### src/hw/rtl/fopalu_pkg.sv
// shared types and constants for the four-operation alu
`default_nettype none

package fopalu_pkg;

  // default datapath width
  localparam int OPERAND_WIDTH_DEF = 16;

  // field widths of the words on the ports
  localparam int OPCODE_BITS    = 2;
  localparam int FIELD_BITS     = 16;
  localparam int RESULT_BITS    = 33;
  localparam int REMAINDER_BITS = 16;

  // opcodes
  localparam logic [OPCODE_BITS-1:0] OP_SUM = 2'd0;
  localparam logic [OPCODE_BITS-1:0] OP_SUB = 2'd1;
  localparam logic [OPCODE_BITS-1:0] OP_MUL = 2'd2;
  localparam logic [OPCODE_BITS-1:0] OP_DIV = 2'd3;

  // request word
  typedef struct packed {
    logic [OPCODE_BITS-1:0] opcode;
    logic [FIELD_BITS-1:0]  operand_a;
    logic [FIELD_BITS-1:0]  operand_b;
  } req_t;

  // response word
  typedef struct packed {
    logic signed [RESULT_BITS-1:0] result;
    logic [REMAINDER_BITS-1:0]     remainder;
    logic                          divide_by_zero;
  } rsp_t;

endpackage

`default_nettype wire

### src/hw/rtl/four_op_alu_iterative_muldiv_unit.sv
// four-operation alu top level: add, subtract, shift-add multiply, restoring divide
//
// Takes one request word (opcode, operand_a, operand_b) and returns one response word
// (result, remainder, divide_by_zero). Operands are cut or zero-extended to
// OPERAND_WIDTH bits; the result is the low 33 bits of the two's complement value and
// the remainder the low 16 bits. All four operations share one (OPERAND_WIDTH+2)-bit
// adder/subtractor under a small sequencer. Multiply and divide take one adder pass
// per operand bit; add and subtract take a single pass, and a divide by zero goes
// straight to the done state without one. A finished result waits in the sequencer
// for as long as the output register still holds an unaccepted response. The block
// takes one request at a time: req_ready is high only while the sequencer is idle,
// which it becomes again as the response is registered, so a new request is taken
// only once the previous one is finished. It may take the next request while the
// previous response still waits in the output register. A zero divisor gives
// quotient 0, remainder equal to operand_a and sets divide_by_zero.
`default_nettype none

module four_op_alu_iterative_muldiv_unit #(
  parameter int OPERAND_WIDTH = fopalu_pkg::OPERAND_WIDTH_DEF
) (
  input  wire logic              clk,
  input  wire logic              rst,
  input  wire logic              req_valid,
  output logic                   req_ready,
  input  wire fopalu_pkg::req_t  req,
  output logic                   rsp_valid,
  input  wire logic              rsp_ready,
  output fopalu_pkg::rsp_t       rsp
);

  localparam int W  = OPERAND_WIDTH;
  localparam int CW = $clog2(W);
  localparam int FW = (2 * W > fopalu_pkg::RESULT_BITS) ? 2 * W : fopalu_pkg::RESULT_BITS;

  // sequencer states
  localparam logic [1:0] ST_IDLE = 2'd0;
  localparam logic [1:0] ST_RUN  = 2'd1;
  localparam logic [1:0] ST_DONE = 2'd2;

  logic [1:0]                        state;
  logic [fopalu_pkg::OPCODE_BITS-1:0] op;
  logic [W-1:0]                      acc;
  logic [W-1:0]                      lo;
  logic [W-1:0]                      opb;
  logic                              dz;
  logic [CW-1:0]                     cnt;

  logic [W-1:0]   in_a;
  logic [W-1:0]   in_b;
  logic           take;
  logic [W:0]     add_x;
  logic [W:0]     add_y;
  logic [W:0]     add_y_sel;
  logic           add_sub;
  logic [W+1:0]   add_out;
  logic           last_step;
  logic [FW-1:0]  res_full;
  logic [fopalu_pkg::REMAINDER_BITS-1:0] rem_val;
  logic           out_free;

  assign in_a      = W'(req.operand_a);
  assign in_b      = W'(req.operand_b);
  assign req_ready = (state == ST_IDLE);
  assign take      = req_valid && req_ready;
  assign last_step = (cnt == CW'(W - 1));
  assign out_free  = !rsp_valid || rsp_ready;

  // operand select for the shared adder
  always_comb begin
    case (op)
      fopalu_pkg::OP_SUM: begin
        add_x   = {1'b0, lo};
        add_y   = {1'b0, opb};
        add_sub = 1'b0;
      end
      fopalu_pkg::OP_SUB: begin
        add_x   = {1'b0, lo};
        add_y   = {1'b0, opb};
        add_sub = 1'b1;
      end
      fopalu_pkg::OP_MUL: begin
        add_x   = {1'b0, acc};
        add_y   = lo[0] ? {1'b0, opb} : '0;
        add_sub = 1'b0;
      end
      default: begin
        add_x   = {acc, lo[W-1]};
        add_y   = {1'b0, opb};
        add_sub = 1'b1;
      end
    endcase
  end

  // shared adder/subtractor, top bit is carry (no borrow on subtract)
  assign add_y_sel = add_sub ? ~add_y : add_y;
  assign add_out   = {1'b0, add_x} + {1'b0, add_y_sel} + (W+2)'(add_sub);

  // final value from the datapath registers
  always_comb begin
    case (op)
      fopalu_pkg::OP_SUM: res_full = FW'({acc[0], lo});
      fopalu_pkg::OP_SUB: res_full = FW'($signed({acc[0], lo}));
      fopalu_pkg::OP_MUL: res_full = FW'({acc, lo});
      default:            res_full = FW'(lo);
    endcase
    rem_val = (op == fopalu_pkg::OP_DIV) ? fopalu_pkg::REMAINDER_BITS'(acc) : '0;
  end

  // sequencer and datapath
  always_ff @(posedge clk) begin
    if (rst) begin
      state <= ST_IDLE;
      cnt   <= '0;
    end else begin
      unique case (state)
        ST_IDLE: begin
          if (take) begin
            op  <= req.opcode;
            cnt <= '0;
            dz  <= 1'b0;
            acc <= '0;
            if (req.opcode == fopalu_pkg::OP_MUL) begin
              opb <= in_a;
              lo  <= in_b;
            end else begin
              opb <= in_b;
              lo  <= in_a;
            end
            // zero divisor finishes at once
            if (req.opcode == fopalu_pkg::OP_DIV && in_b == '0) begin
              dz    <= 1'b1;
              acc   <= in_a;
              lo    <= '0;
              state <= ST_DONE;
            end else begin
              state <= ST_RUN;
            end
          end
        end
        ST_RUN: begin
          case (op)
            fopalu_pkg::OP_MUL: begin
              acc <= add_out[W:1];
              lo  <= {add_out[0], lo[W-1:1]};
            end
            fopalu_pkg::OP_DIV: begin
              if (add_out[W+1]) begin
                acc <= add_out[W-1:0];
              end else begin
                acc <= add_x[W-1:0];
              end
              lo <= {lo[W-2:0], add_out[W+1]};
            end
            default: begin
              acc <= W'(add_out[W]);
              lo  <= add_out[W-1:0];
            end
          endcase
          cnt <= cnt + 1'b1;
          if (op == fopalu_pkg::OP_SUM || op == fopalu_pkg::OP_SUB || last_step) begin
            state <= ST_DONE;
          end
        end
        ST_DONE: begin
          if (out_free) begin
            state <= ST_IDLE;
          end
        end
        default: begin
          state <= ST_IDLE;
        end
      endcase
    end
  end

  // output register
  always_ff @(posedge clk) begin
    if (rst) begin
      rsp_valid <= 1'b0;
    end else if (state == ST_DONE && out_free) begin
      rsp_valid          <= 1'b1;
      rsp.result         <= res_full[fopalu_pkg::RESULT_BITS-1:0];
      rsp.remainder      <= rem_val;
      rsp.divide_by_zero <= dz;
    end else if (rsp_ready) begin
      rsp_valid <= 1'b0;
    end
  end

endmodule

`default_nettype wire
### config.mk
export PLATFORM = sky130hd
export DESIGN_NAME = four_op_alu_iterative_muldiv_unit
export DESIGN_NICKNAME = d
export VERILOG_FILES = /design/src/hw/rtl/fopalu_pkg.sv /design/src/hw/rtl/four_op_alu_iterative_muldiv_unit.sv
export SDC_FILE = /design/constraint.sdc
export NUM_CORES = 1
export LEC_CHECK = 0
export BUFFER_PORTS_ARGS = -buffer_cell sky130_fd_sc_hd__buf_2
export CAP_MARGIN = 10
export CORE_UTILIZATION = 49
export DETAILED_ROUTE_END_ITERATION = 16
export GPL_TIMING_DRIVEN = 0
export HOLD_SLACK_MARGIN = 0.08
export PLACE_DENSITY_LB_ADDON = 0.08
export SLEW_MARGIN = 20
export SYNTH_ARGS = -nofsm -noshare
export SYNTH_HDL_FRONTEND = slang
export SYNTH_SLANG_ARGS = --single-unit
### constraint.sdc
create_clock -name clk -period 11.4 [get_ports clk]
set_clock_uncertainty 0.15 [all_clocks]
set_input_delay 0.57 -clock clk [delete_from_list [all_inputs] [get_ports clk]]
set_output_delay 0.57 -clock clk [all_outputs]
set_load 0.005 [all_outputs]
==> run summary <==
The wire length of the first global-routing pass came out at 26.74 mm. The number of warnings reported in the yosys synthesis log is 0. The number of gates resized after cts is 0. Summed over all nets, wire length on met2 after detailed routing comes to 8.050 mm. The library cell occupying the most area in the post-synthesis netlist is sky130_fd_sc_hd__edfxtp_1.

The TritonCTS clock tree is built. The required arrival time at the worst endpoint came out at 11,370 ps. The hold buffer count at CTS is 0. The site row count came out at 41.

The count of port buffers added during placement came out at 88. The total clock buffers created by CTS came out at 9. The total number of vias is 5,114. The worst supply voltage drop on vdd is 0.06096 mV. Along the worst path, the maximum fanout reaches 10. The slew at the pin closest to its max-slew limit is 1054 ps.

The number of top-level pins is 90. The number of setup buffers added after CTS is 0. The topmost layer with routed signal wires is met4.

The leading cell type by number of instances after synthesis is sky130_fd_sc_hd__edfxtp_1. Power spread over the standard cell area amounts to 138.0 mW/mm². The clock tree buffer depth came out at 2.

The count of H-tree levels built during CTS came out at 3. The multi-input combinational cells in the finished layout cover a total of 0.003102 mm². The signed area change from the synthesized netlist to the final layout is 15.88%. The gate count after technology mapping is 595. Setup repair after global routing left no endpoint under its margin. The pre-antenna-repair detailed-routing pass consisted of 5 iterations.

The final setup slack of the worst path came out at 6162 ps. The worst slew slack as a fraction of its limit came out at 29.22%. After clock tree synthesis, the clock-pin slew on the worst setup and hold paths is 80 ps. The post-detailed-route via-to-cell ratio came out at 5.831.

The critical path arrival is 5200 ps. The routed wire length is 17.87 mm. The max-cap check violation count is 0. The worst setup path startpoint is op[1]$_DFFE_PP_. Among all flip-flop cells after synthesis, the most frequent one is sky130_fd_sc_hd__edfxtp_1. STA classifies the critical path endpoint as a flop. The count of final max-slew check failures is 0. At the later pin of the worst-skew pair, clock insertion delay measures 360 ps.

The cell sitting at the root of the clock tree is a sky130_fd_sc_hd__clkbuf_16. The overall overflow remaining after global route is 0. The startpoint of the most critical register-to-register path is op[1]$_DFFE_PP_. The min-delay analysis places its worst path in the category primary input to flop. The initial antenna violation count came out at 0. The total count of hold-check failures in the final report is 0. The number of nets at the end of the flow came out at 756. The effective utilization at floorplan came out at 50.73%. The dominant delay contributor by cell family on the critical path is simple AND/OR/NAND/NOR gates.

Summed over all failing endpoints, the final setup total negative slack is 0 ps. The count of cell types in the netlist is 60. The length of routed met3 wiring came out at 1.252 mm. Together, buffers and inverters on the worst path number 3. The share of flip-flops with an asynchronous set or reset is 0%. The worst setup slack after placement is 6247 ps. Based on the critical path, the design can be clocked at up to 190.9 MHz. The synthesized cell area came out at 0.006454 mm². The net count after synthesis is 651. The flip-flop and latch area is 0.003173 mm². The startpoint identified for the worst hold timing path is req[33]. The weighted congestion reported at the end of routability-driven placement is 0.9891. The final number of setup-violating endpoints is 0.

The number of global-route vias before repair is 4,683. The global routing usage summed across all routing layers is 27.30%. The final routed DRC violation total came out at 0.

Of the cells placed in the final design, the portion with a size suffix greater than 1 is 20.85%. The worst setup path is launched from a flop. After synthesis, the most frequently instantiated cells are sky130_fd_sc_hd__edfxtp_1, sky130_fd_sc_hd__nor2_1, sky130_fd_sc_hd__mux2i_1. The average detailed-routed wire length per instance came out at 20.37 µm. 0 antenna diodes ended up in the layout. The register area share after synthesis is 49.17%. The met1 wire length came out at 8.302 mm. The x dimension of the die is 116.8 µm.

The count of flip-flops with a built-in enable after synthesis is 101. The number of routed nets with antenna violations came out at 0. The number of clock sinks seen by CTS came out at 108.

By area the synthesized netlist is led by sky130_fd_sc_hd__edfxtp_1, sky130_fd_sc_hd__mux2i_1, sky130_fd_sc_hd__xnor2_1. The shortest clock period the worst path allows after layout is 5238 ps. The largest stage delay on the critical path is 870 ps. The run finished with clean final reports. The half-perimeter wire length of the detailed placement result came out at 14.07 mm. The synthesized design contains 108 register bits. Walking the worst path, the cells encountered are buf_2 > nor2b_1 > clkbuf_1 > nor2b_1 > clkbuf_1 > nor2_1 > ha_1 > a21oi_2 > o21ai_1 > nand2_1 > a2111oi_4 > nor3_1 > mux2i_1 > o21ai_0. The full die area is 0.01363 mm².

For this design, the slowest cell found on the critical path is sky130_fd_sc_hd__nor3_1. In this run, the number of DRC markers left after iteration 0 of detailed routing was 546. The core outline area came out at 0.01272 mm². Entering global routing, the biggest net connects 29 pins. The mean post-synth cell area came out at 10.85 µm². The leakage power came out at 3.015 nW. The y dimension of the die is 116.8 µm. The area share of the largest cell type after synthesis is 46.99%. The critical path is of the flop to flop type. The number of filler cells placed in the layout is 1,142. After layout, the worst path uses 45.94% of the clock period.
## state kept, by name, indices dropped and copies added, names as in the netlist
register,flops
acc,16
lo,16
rsp_valid,1
cnt,4
state,2
opb,16
op,2
rsp,50
dz,1
## metrics by stage
stage / std cells / utilization, % / hold slack, ps / instance area (µm²) / power [mW]
6_report: 877 / 58.78 / 265.1 / 7478 / 1.032
5_1_grt: 877 / 58.78 / 261.5 / 7478 / 1.068
4_1_cts: 877 / 58.78 / 253.6 / 7478 / 1.030
3_5_place_dp: 861 / 56.48 / 261.0 / 7186 / 0.7238
3_3_place_gp: 855 / 55.88 / 259.0 / 7109 / 0.7187
2_1_floorplan: 595 / - / 250.3 / 6454 / 0.6464
## final cells by class
cell class	count	share of cell area (%)
plain buffers	41	2.393
clock buffers	10	3.196
clock inverters	6	0.7194
inverters	4	0.2008
multi-input cells	442	41.48
flip-flops and latches	108	42.43
well taps	172	2.878
repair buffers	94	6.709
## final timing paths
check	end	slack [ps]	depth (start not counted)
hold / removal	op[1]$_DFFE_PP_	270	1
setup reg to reg	acc[1]$_DFFE_PP_	6160	14
setup / recovery	acc[1]$_DFFE_PP_	6160	14
hold reg to reg	rsp[0]$_DFFE_PP_	280	0
## cell usage in the layout (no fill, tap or decap), types with 3 or more instances in the layout
cell,instances
sky130_fd_sc_hd__a211oi_1,4
sky130_fd_sc_hd__o22ai_1,12
sky130_fd_sc_hd__edfxtp_1,101
sky130_fd_sc_hd__buf_6,3
sky130_fd_sc_hd__a31oi_1,3
sky130_fd_sc_hd__clkbuf_16,9
sky130_fd_sc_hd__and3_1,22
sky130_fd_sc_hd__nand2_1,36
sky130_fd_sc_hd__nor3_1,4
sky130_fd_sc_hd__xnor2_1,26
sky130_fd_sc_hd__dfxtp_1,7
sky130_fd_sc_hd__mux2i_1,53
sky130_fd_sc_hd__o21ai_0,31
sky130_fd_sc_hd__a211o_1,3
sky130_fd_sc_hd__nand2b_1,7
sky130_fd_sc_hd__inv_1,4
sky130_fd_sc_hd__buf_4,5
sky130_fd_sc_hd__a21oi_1,38
sky130_fd_sc_hd__a21o_1,20
sky130_fd_sc_hd__o31ai_1,3
sky130_fd_sc_hd__a22oi_1,12
sky130_fd_sc_hd__nand3_1,17
sky130_fd_sc_hd__clkbuf_1,28
sky130_fd_sc_hd__o21ai_1,3
sky130_fd_sc_hd__mux2_2,19
sky130_fd_sc_hd__o211ai_1,5
sky130_fd_sc_hd__buf_2,93
sky130_fd_sc_hd__ha_1,17
sky130_fd_sc_hd__o21bai_1,6
sky130_fd_sc_hd__xor2_1,5
sky130_fd_sc_hd__nor2b_1,5
sky130_fd_sc_hd__buf_1,5
sky130_fd_sc_hd__nor2_1,54
## per-layer routing
layer	track usage (%)	up-vias
li1	-	2455
met1	38.73	2435
met2	43.00	204
met3	4.722	20
met4	7.764	0
met5	0	-
## cell families (layout without fill, tap and decap cells)
| group | after synthesis | after routing | share of synthesized area [%] |
|---|---|---|---|
| multiplexers | 73 | 73 | 11.77 |
| buffers and inverters | 45 | 155 | 3.005 |
| flip-flops | 108 | 108 | 49.17 |
| adder cells (fa/ha/maj) | 18 | 18 | 3.606 |
| AND/OR/NAND/NOR | 160 | 160 | 11.86 |
| AO/OA/AOI/OAI | 160 | 160 | 16.38 |
| XOR/XNOR | 31 | 31 | 4.207 |
## power breakdown
part           total (mW)  leakage [nW]  switching (mW)  internal (mW)
Sequential          0.471         0.999          0.0150          0.456
Clock               0.312         0.147           0.153          0.159
Combinational       0.249          1.87           0.153         0.0960
Total                1.03          3.01           0.322          0.710
No activity file was read; power rests on OpenSTA's default activity.
